==> config.mk <==
export PLATFORM = sky130hd
export DESIGN_NAME = pbta_cell
export DESIGN_NICKNAME = d
export VERILOG_FILES = /design/src/rtl/pbta_pkg.sv /design/src/rtl/pbta_cell.sv
export SDC_FILE = /design/constraint.sdc
export NUM_CORES = 1
export LEC_CHECK = 0
export ABC_AREA = 1
export BUFFER_PORTS_ARGS = -buffer_cell sky130_fd_sc_hd__clkbuf_2
export CAP_MARGIN = 20
export CORE_ASPECT_RATIO = 1.2
export CORE_UTILIZATION = 35
export DETAILED_ROUTE_END_ITERATION = 10
export HOLD_SLACK_MARGIN = 0.1
export MAX_ROUTING_LAYER = met4
export PLACE_DENSITY_LB_ADDON = 0.2
export SETUP_SLACK_MARGIN = 0.1
export SYNTH_ARGS = -nofsm -noshare
export SYNTH_HDL_FRONTEND = slang
export SYNTH_SLANG_ARGS = --single-unit
==> constraint.sdc <==
create_clock -name clk -period 4.2 [get_ports clk]
set_clock_uncertainty 0.05 [all_clocks]
set_input_delay 0 -clock clk [delete_from_list [all_inputs] [get_ports clk]]
set_output_delay 0 -clock clk [all_outputs]
set_load 0.02 [all_outputs]
==> src/rtl/pbta_pkg.sv <==
// Shared types, constants and helpers for the port table and dock allocator.
package pbta_pkg;

  localparam int TABLE_ENTRIES_DEF = 256;
  localparam int DOCK_COUNT_DEF    = 1024;

  localparam logic [15:0] DATA_AREA      = 16'h4000;
  localparam logic [15:0] DIR_SOURCE_BIT = 16'h0800;
  localparam logic [15:0] DIR_SINK_BIT   = 16'h0400;
  localparam logic [15:0] VALID_PAGE_BIT = 16'h0040;
  localparam logic [15:0] STATUS_MASK    = 16'h003F;

  localparam logic [2:0] FN_CLEAR = 3'd0;
  localparam logic [2:0] FN_ADD   = 3'd1;
  localparam logic [2:0] FN_DEL   = 3'd2;
  localparam logic [2:0] FN_READ  = 3'd3;
  localparam logic [2:0] FN_WRITE = 3'd4;

  localparam logic [2:0] ST_OK     = 3'd0;
  localparam logic [2:0] ST_PARAM  = 3'd1;
  localparam logic [2:0] ST_LEVEL  = 3'd2;
  localparam logic [2:0] ST_SPACE  = 3'd3;
  localparam logic [2:0] ST_NOPORT = 3'd4;

  localparam logic [1:0] LEVEL_CONFIG = 2'd1;

  typedef enum logic [1:0] {CMD_NONE, CMD_CLEAR, CMD_ADD, CMD_DEL} cmd_op_t;

  typedef enum logic [1:0] {S_IDLE, S_SCAN, S_DONE} fsm_state_t;

  // table update broadcast to every cell
  typedef struct packed {
    cmd_op_t     op;
    logic [11:0] addr;
    logic        src;
    logic [2:0]  code;
  } cmd_t;

  // search token that walks the row of cells
  typedef struct packed {
    logic        active;
    logic [11:0] addr;
    logic        found;
    logic [2:0]  hit_code;
    logic        hit_src;
    logic        free_found;
  } tok_t;

  // {legal, code}: size code of a port byte count
  function automatic logic [3:0] size_code(input logic [5:0] bytes);
    logic [3:0] r;
    case (bytes)
      6'd2:    r = 4'b1000;
      6'd4:    r = 4'b1001;
      6'd8:    r = 4'b1010;
      6'd16:   r = 4'b1011;
      6'd32:   r = 4'b1100;
      default: r = 4'b0000;
    endcase
    return r;
  endfunction

endpackage

==> src/rtl/pbta_cell.sv <==
// One table entry of the port table; passes the search token to its neighbor.
module pbta_cell import pbta_pkg::*; #(
  parameter int IDX_W  = 8,
  parameter int DOCK_W = 10,
  parameter int INDEX  = 0
) (
  input  logic              clk,
  input  logic              rst_n,
  input  tok_t              tok_i,
  input  logic [DOCK_W-1:0] dock_i,
  input  logic [IDX_W-1:0]  fidx_i,
  output tok_t              tok_o,
  output logic [DOCK_W-1:0] dock_o,
  output logic [IDX_W-1:0]  fidx_o,
  input  cmd_t              cmd_i,
  input  logic [IDX_W-1:0]  cmd_slot_i,
  input  logic [DOCK_W-1:0] cmd_dock_i
);

  logic              vld_r;
  logic [11:0]       addr_r;
  logic [DOCK_W-1:0] dock_r;
  logic [2:0]        code_r;
  logic              src_r;

  tok_t              tok_r, tok_nxt;
  logic [DOCK_W-1:0] dock_out_r, dock_out_nxt;
  logic [IDX_W-1:0]  fidx_r, fidx_nxt;

  always_comb begin
    tok_nxt      = tok_i;
    dock_out_nxt = dock_i;
    fidx_nxt     = fidx_i;
    if (tok_i.active) begin
      if (vld_r && addr_r == tok_i.addr && !tok_i.found) begin
        tok_nxt.found    = 1'b1;
        tok_nxt.hit_code = code_r;
        tok_nxt.hit_src  = src_r;
        dock_out_nxt     = dock_r;
      end
      if (!vld_r && !tok_i.free_found) begin
        tok_nxt.free_found = 1'b1;
        fidx_nxt           = IDX_W'(INDEX);
      end
    end
  end

  always_ff @(posedge clk) begin
    if (!rst_n) begin
      tok_r.active <= 1'b0;
    end else begin
      tok_r.active <= tok_nxt.active;
    end
    tok_r.addr       <= tok_nxt.addr;
    tok_r.found      <= tok_nxt.found;
    tok_r.hit_code   <= tok_nxt.hit_code;
    tok_r.hit_src    <= tok_nxt.hit_src;
    tok_r.free_found <= tok_nxt.free_found;
    dock_out_r       <= dock_out_nxt;
    fidx_r           <= fidx_nxt;
  end

  always_ff @(posedge clk) begin
    if (!rst_n) begin
      vld_r <= 1'b0;
    end else begin
      case (cmd_i.op)
        CMD_CLEAR: vld_r <= 1'b0;
        CMD_ADD:   if (cmd_slot_i == IDX_W'(INDEX)) vld_r <= 1'b1;
        CMD_DEL:   if (vld_r && addr_r == cmd_i.addr) vld_r <= 1'b0;
        default:   ;
      endcase
    end
  end

  always_ff @(posedge clk) begin
    if (cmd_i.op == CMD_ADD && cmd_slot_i == IDX_W'(INDEX)) begin
      addr_r <= cmd_i.addr;
      dock_r <= cmd_dock_i;
      code_r <= cmd_i.code;
      src_r  <= cmd_i.src;
    end
  end

  assign tok_o  = tok_r;
  assign dock_o = dock_out_r;
  assign fidx_o = fidx_r;

endmodule

==> results of run 1 <==
==> synth_stat cells, types with 2 or more instances <==
master / n / share of area (%)
inv_1: 42 / 6.8
nand2_2: 2 / 0.54
o21ai_2: 14 / 5.3
nor2_1: 16 / 2.6
nor4_1: 2 / 0.54
xnor2_1: 12 / 4.5
buf_6: 2 / 0.97
edfxtp_1: 26 / 34
nand2_1: 45 / 7.3
dfxtp_1: 38 / 33
o22ai_1: 2 / 0.54
a21oi_1: 2 / 0.43
nand3_1: 2 / 0.43
==> cells in the final DEF, fill, tap and decap left out, types with 2 or more instances in the layout <==
cell type,Yosys,layout
o21ai_2,14,14
dlygate4sd3_1,0,76
clkbuf_1,0,2
nand3_1,2,2
nor4_1,2,2
inv_1,42,42
o22ai_1,2,2
xnor2_1,12,12
dfxtp_1,38,38
clkbuf_8,0,12
clkbuf_2,0,111
a21oi_1,2,2
nor2_1,16,16
nand2_2,2,2
nand2_1,45,45
edfxtp_1,26,26
==> how the worst max path moves through the flow <==
| stage | depth (start not counted) | from | slack [ns] | to |
|---|---|---|---|---|
| final | 10 | addr_r[7] | 1.79 | vld_r |
| after floorplan | 9 | addr_r[1] | 2.78 | dock_o[5] |
| after CTS | 10 | addr_r[7] | 1.78 | vld_r |
| after global routing | 10 | addr_r[6] | 1.63 | vld_r |
| after detailed placement | 4 | cmd_slot_i[1] | 2.42 | dock_r[4] |
| after global placement | 4 | cmd_slot_i[5] | 2.43 | code_r[1] |
==> per-layer routing <==
layer / vias to the layer above / global-route usage (%) / routed length [um]
met5: - / - / 0
li1: 1066 / - / -
met2: 79 / 32.0 / 2940
met1: 919 / 17.6 / 2140
met4: 0 / 10.7 / 215
met3: 20 / 5.03 / 333
==> kinds of logic after synthesis <==
| kind of cell | count (synthesis) | synth area share, % |
|---|---|---|
| and+or+nand+nor | 73 | 13.7 |
| DFF | 64 | 66.5 |
| AOI/OAI and AO/OA | 22 | 7.39 |
| xor gates and xnor gates | 12 | 4.53 |
| buffers and inverters | 45 | 7.93 |
==> what timing repair did <==
| action | 4_1_cts | 5_1_grt |
|---|---|---|
| resized for setup | 0 | 0 |
| hold buffers | 76 | 0 |
| endpoints found under the hold margin | 64 | 0 |
==> final cells by class <==
class,instances,area [sq um],area share [%]
Tap cell,85,106,2.71
Sequential cell,64,1540,39.2
Clock inverter,2,12.5,0.318
Timing Repair Buffer,188,1340,34.2
Multi-Input combinational cell,107,593,15.1
Inverter,43,161,4.11
Clock buffer,14,173,4.39
==> flip-flops by register name, summed over array words and instances, names as in the netlist <==
| name | count |
|---|---|
| addr_r | 12 |
| code_r | 3 |
| dock_o | 10 |
| dock_r | 10 |
| fidx_o | 8 |
| src_r | 1 |
| tok_o | 19 |
| vld_r | 1 |
==> tightest hold or removal path, cell delays in order <==
cell and delay [ns]:
clkbuf_2 0.10, nand2_1 0.09, nor2_1 0.05, o2111ai_1 0.10, nor2_2 0.07, nand2_1 0.06
nand2_1 0.04
==> stage by stage <==
stage | total power, mW | setup slack (ns) | area [sq um] | cells | hold slack (ns)
6_report | 1.33 | 1.79 | 3930 | 503 | 0.171
5_1_grt | 1.40 | 1.63 | 3930 | 503 | 0.199
4_1_cts | 1.35 | 1.78 | 3900 | 502 | 0.164
3_5_place_dp | 0.801 | 2.42 | 2960 | 410 | 0.0730
3_3_place_gp | 0.800 | 2.43 | 2960 | 410 | 0.0712
2_1_floorplan | 0.739 | 2.78 | 2320 | 216 | -0.0223
==> power by group through the flow <==
| stage | registers (mW) | logic [mW] | clock network [mW] |
|---|---|---|---|
| floorplan | 0.711 | 0.0285 | 0 |
| global placement | 0.684 | 0.116 | 0 |
| detailed placement | 0.685 | 0.117 | 0 |
| CTS | 0.671 | 0.174 | 0.504 |
| global route | 0.673 | 0.190 | 0.534 |
| finish | 0.671 | 0.175 | 0.488 |
==> reports/results.txt, run 1 <==
H-tree Lvls: 3
Clock transition at the registers of the reported paths: 0.06 ns
Worst VDD drop: 0.145 mV
GP Congestion: 0.727
Clk pwr share: 36.6%
Worst skew pair latency: 0.34 ns
ANT nets after route: 0
Final TNS setup: 0 ns
# Post-CTS Setup Buffers: 0
Status: finished, final reports clean
Clock Tree Root: clkbuf_8
Initial antenna violation count: 0
Chip width: 76.3 um
IO buf count: 111
Core Region: 6410 sq um
Post-Syn Instances: 216
Largest net degree at the start of global routing: 29
Yosys reg bits: 64
Hold Crit Endpoint: tok_o[5]
Max Fanout on Critical Path: 3
IO Count: 112
Final setup violation count: 0
Flop pwr share: 50.3%
Post-synth EDFFs: 26
Total grt overflow: 0
Lkg Pwr: 1.92 nW
Number of global-route vias before repair: 2,104
DIE HEIGHT: 91.2 um
Share of layout cells above drive strength 1: 34.9%
R2r worst-path depth: 10
Drt via density: 4.14
Unique masters post-synth: 24
WS Path Type: reg -> reg
Die area: 6950 sq um
Async set-reset flop share out of synthesis: 0%
HPWL after DPL: 3.46 mm
TritonRoute pass-1 iters: 6
Crit-path slowest cell: dlygate4sd3_1
Origin of the critical flop-to-flop path: addr_r[7]
Final Cycle Share: 57.4%
Fin crit period: 2.41 ns
First-pass GRT wire length: 9.16 mm
CP Launch Type: flip-flop
# fillers: 567
Yosys warnings: 0
P_int: 1.03 mW
Final hold violation count: 0
Crit-path cells: xnor2_1 -> nand2_1 -> nor2_1 -> nand3_1 -> nand2_1 -> nand2_1 -> dlygate4sd3_1 -> nand2_1 -> a21oi_1 -> dlygate4sd3_1
Max Cap Violations: 0
Clock Sinks: 64
Rel. slew slack: 42.8%
Fmax: 0.415 GHz
Hold depth: 7
CTS tree: built
DR WL/cell: 11.2 um
Register area share after synthesis: 66.5%
Top cell family by delay on the critical path: buffers and inverters
Worst Hold Class: in -> reg
RSZ-0062 raised after global routing: no
Syn-to-layout area delta: 69.6%
Hold path startpoint: tok_i[18]
Ant diodes: 0
Slew Viols, Final: 0
Post-Syn Area per Cell: 10.7 sq um
Worst path arrival time: 2.58 ns
Main flop type after synthesis: dfxtp_1
Remaining DRCs: 0
Cell row count: 32
NetSw: 0.308 mW
Buf+Inv Stages, Crit Path: 2
Worst r2r dst: vld_r
Required @ worst endpoint: 4.37 ns
FF-to-FF setup slack: 1.79 ns
Tot GR Track Use: 18.1%
Final core occ: 61.4%
Max Root-Sink Buffers: 2
Pwr/cell area: 340 nW/um^2
TritonCTS buffer count: 9
Synth Net Count: 291
Fin nets: 488
Starting density of the core: 36.2%
Vias post-DR: 2,084
Logic pwr share: 13.1%
Crit path capture type: flip-flop
Worst slew pin tran: 0.851 ns
DRT Wirelength: 5.62 mm
Sw frac: 23.1%
CP peak stage delay: 0.55 ns
Most frequent CP cell: nand2_1
DRT iter0 DRCs: 105
Synth Cell Area: 2320 sq um
Note: power is estimated with default switching activity, not from simulation.
==> run 2: changes to the inputs <==
- clock period: 4.2 -> 2.09 ns (I/O delays scaled with it)
==> reports/results.txt, run 2 (synthesized netlist as in run 1, its figures left out) <==
Worst skew pair latency: 0.34 ns (about the same)
Clock transition at the registers of the reported paths: 0.07 ns (about the same)
Number of global-route vias before repair: 2,044 (-2.9%)
TritonCTS buffer count: 9 (unchanged)
Worst VDD drop: 0.412 mV (+180%)
GR met3 Demand/Resource: 5.03% (unchanged)
WS Path Type: reg -> reg
Vias post-DR: 2,065 (-0.91%)
Logic pwr share: 12.1% (-1.0 points)
Slew Viols, Final: 0 (unchanged)
Core Region: 6410 sq um (unchanged)
Clock Sinks: 64 (unchanged)
Fmax: 0.535 GHz (+29%)
GP Congestion: 0.760 (+4.5%)
Lkg Pwr: 1.96 nW (+1.7%)
P_int: 2.31 mW (+120%)
Final setup violation count: 0 (unchanged)
HPWL after DPL: 3.47 mm (+0.54%)
Clock Tree Root: clkbuf_8
Initial antenna violation count: 0 (unchanged)
Status: finished, final reports clean
Largest net degree at the start of global routing: 29 (unchanged)
Max Fanout on Critical Path: 2 (-1)
Die area: 6950 sq um (unchanged)
Worst slew pin tran: 0.408 ns (-0.443 ns)
Syn-to-layout area delta: 72.3%
TritonRoute pass-1 iters: 4 (-2)
Clk pwr share: 41.8% (+5.2 points)
CTS tree: built
Total power: 2.93 mW (+120%)
NetSw: 0.619 mW (+100%)
Most common cell after layout, fill and taps aside: clkbuf_2
Critical path origin: addr_r[6]
Fin nets: 492 (+0.82%)
CP Launch Type: flip-flop
DRT iter0 DRCs: 71 (-32%)
Worst path arrival time: 2.05 ns (-0.53 ns)
Starting density of the core: 36.2% (unchanged)
Tot GR Track Use: 17.7% (-0.42 points)
M1 GR Usage: 17.8% (+0.18 points)
Final hold violation count: 0 (unchanged)
ANT nets after route: 0 (unchanged)
Flop pwr share: 46.1% (-4.2 points)
Pwr/cell area: 733 nW/um^2 (+120%)
Cell row count: 32 (unchanged)
Max Root-Sink Buffers: 2 (unchanged)
Crit path capture type: flip-flop
DIE HEIGHT: 91.2 um (unchanged)
IO buf count: 111 (unchanged)
Worst r2r dst: vld_r
DR WL/cell: 11.1 um (-0.31%)
Routing usage on met2: 30.3% (-1.7 points)
Total grt overflow: 0 (unchanged)
Share of layout cells above drive strength 1: 35.3% (+0.38 points)
First-pass GRT wire length: 8.91 mm (-2.7%)
Rel. slew slack: 72.8% (+30 points)
DRT Wirelength: 5.65 mm (+0.48%)
RSZ-0062 raised after global routing: no
Worst Setup EP: vld_r
H-tree Lvls: 3 (unchanged)
Final Cycle Share: 89.5% (+32 points)
Final TNS setup: 0 ns (unchanged)
Origin of the critical flop-to-flop path: addr_r[6]
Required @ worst endpoint: 2.27 ns (-2.10 ns)
Max Cap Violations: 0 (unchanged)
Ant diodes: 0 (unchanged)
Remaining DRCs: 0 (unchanged)
R2r worst-path depth: 9 (-1)
Commonest non-fill, non-tap cells in the layout: clkbuf_2 (111), dlygate4sd3_1 (77), nand2_1 (45), inv_1 (42), dfxtp_1 (38)
Fin crit period: 1.87 ns (-0.540 ns)
Sw frac: 21.1% (-1.9 points)
Max reg flops: 19 (unchanged)
Busiest grt layer: met2
FF-to-FF setup slack: 0.22 ns (-1.57 ns)
Worst Hold Class: in -> reg
Drt via density: 4.07 (-1.7%)
IO Count: 112 (unchanged)
Chip width: 76.3 um (unchanged)
run 2: cell types whose count changed in the layout (fill, tap and decap cells not counted):
| cell | delta |
|---|---|
| buf_4 | +3 |
| bufinv_16 | +2 |
| buf_16 | -1 |
| buf_6 | +1 |
| clkinv_2 | -1 |
| clkinvlp_4 | -1 |
| dlygate4sd3_1 | +1 |
run 2: per-stage QoR:
step                worst slack (ns)  cells  cell area (sq um)  util [%]  hold WS, ns
finish                         0.219    507               4000      62.4        0.157
global route                  0.0714    507               4000      62.4        0.185
CTS                            0.201    506               3990      62.2        0.156
detailed placement             0.363    412               2970      46.4       0.0692
global placement               0.400    412               2970      46.4       0.0712
floorplan                      0.666    216               2320         -      -0.0223
run 2: cell type report:
| cell class | instances | area, sq um |
|---|---|---|
| well taps | 85 | 106 |
| clock inverters | 2 | 60.1 |
| repair buffers | 192 | 1360 |
| fillers | 544 | 2410 |
| inverters | 43 | 161 |
| multi-input cells | 107 | 593 |
| flip-flops and latches | 64 | 1540 |
| clock buffers | 14 | 173 |
run 2: routing by layer:
layer	up-vias	part of all wire (%)
li1	1077	-
met1	897	40
met2	77	52
met3	14	5.5
met4	0	2.7
met5	-	0
run 2: power groups by stage:
stage / Sequential [mW] / Clock (mW) / Combinational (mW)
after CTS: 1.35 / 1.26 / 0.352
after floorplan: 1.43 / 0 / 0.0572
after global placement: 1.37 / 0 / 0.233
after global routing: 1.35 / 1.32 / 0.383
final: 1.35 / 1.23 / 0.354
after detailed placement: 1.38 / 0 / 0.236
run 2: worst min path at each step:
stage	start	endpoint	slack, ns	depth (start not counted)
2_1_floorplan	tok_i[10]	tok_o[10]	-0.02	0
3_3_place_gp	tok_i[15]	tok_o[15]	0.07	1
3_5_place_dp	tok_i[15]	tok_o[15]	0.07	1
4_1_cts	tok_i[18]	tok_o[5]	0.16	7
5_1_grt	tok_i[18]	tok_o[5]	0.19	7
6_report	tok_i[18]	tok_o[5]	0.16	7
run 2: repair_timing:
item / 4_1_cts / 5_1_grt
setup buffers: 0 / 2
hold buffers: 78 / 0
setup endpoints to repair: 0 / 27
resized for setup: 0 / 1
endpoints found under the hold margin: 64 / 0
run 2: worst max-delay path, stage by stage, from the launching register on:
cell,delay (ns)
edfxtp_1,0.41
xnor2_1,0.19
nand2_1,0.07
nor2_1,0.13
nand3_1,0.11
nand2_1,0.07
nand2_1,0.05
dlygate4sd3_1,0.57
nand2_1,0.06
a21oi_1,0.05
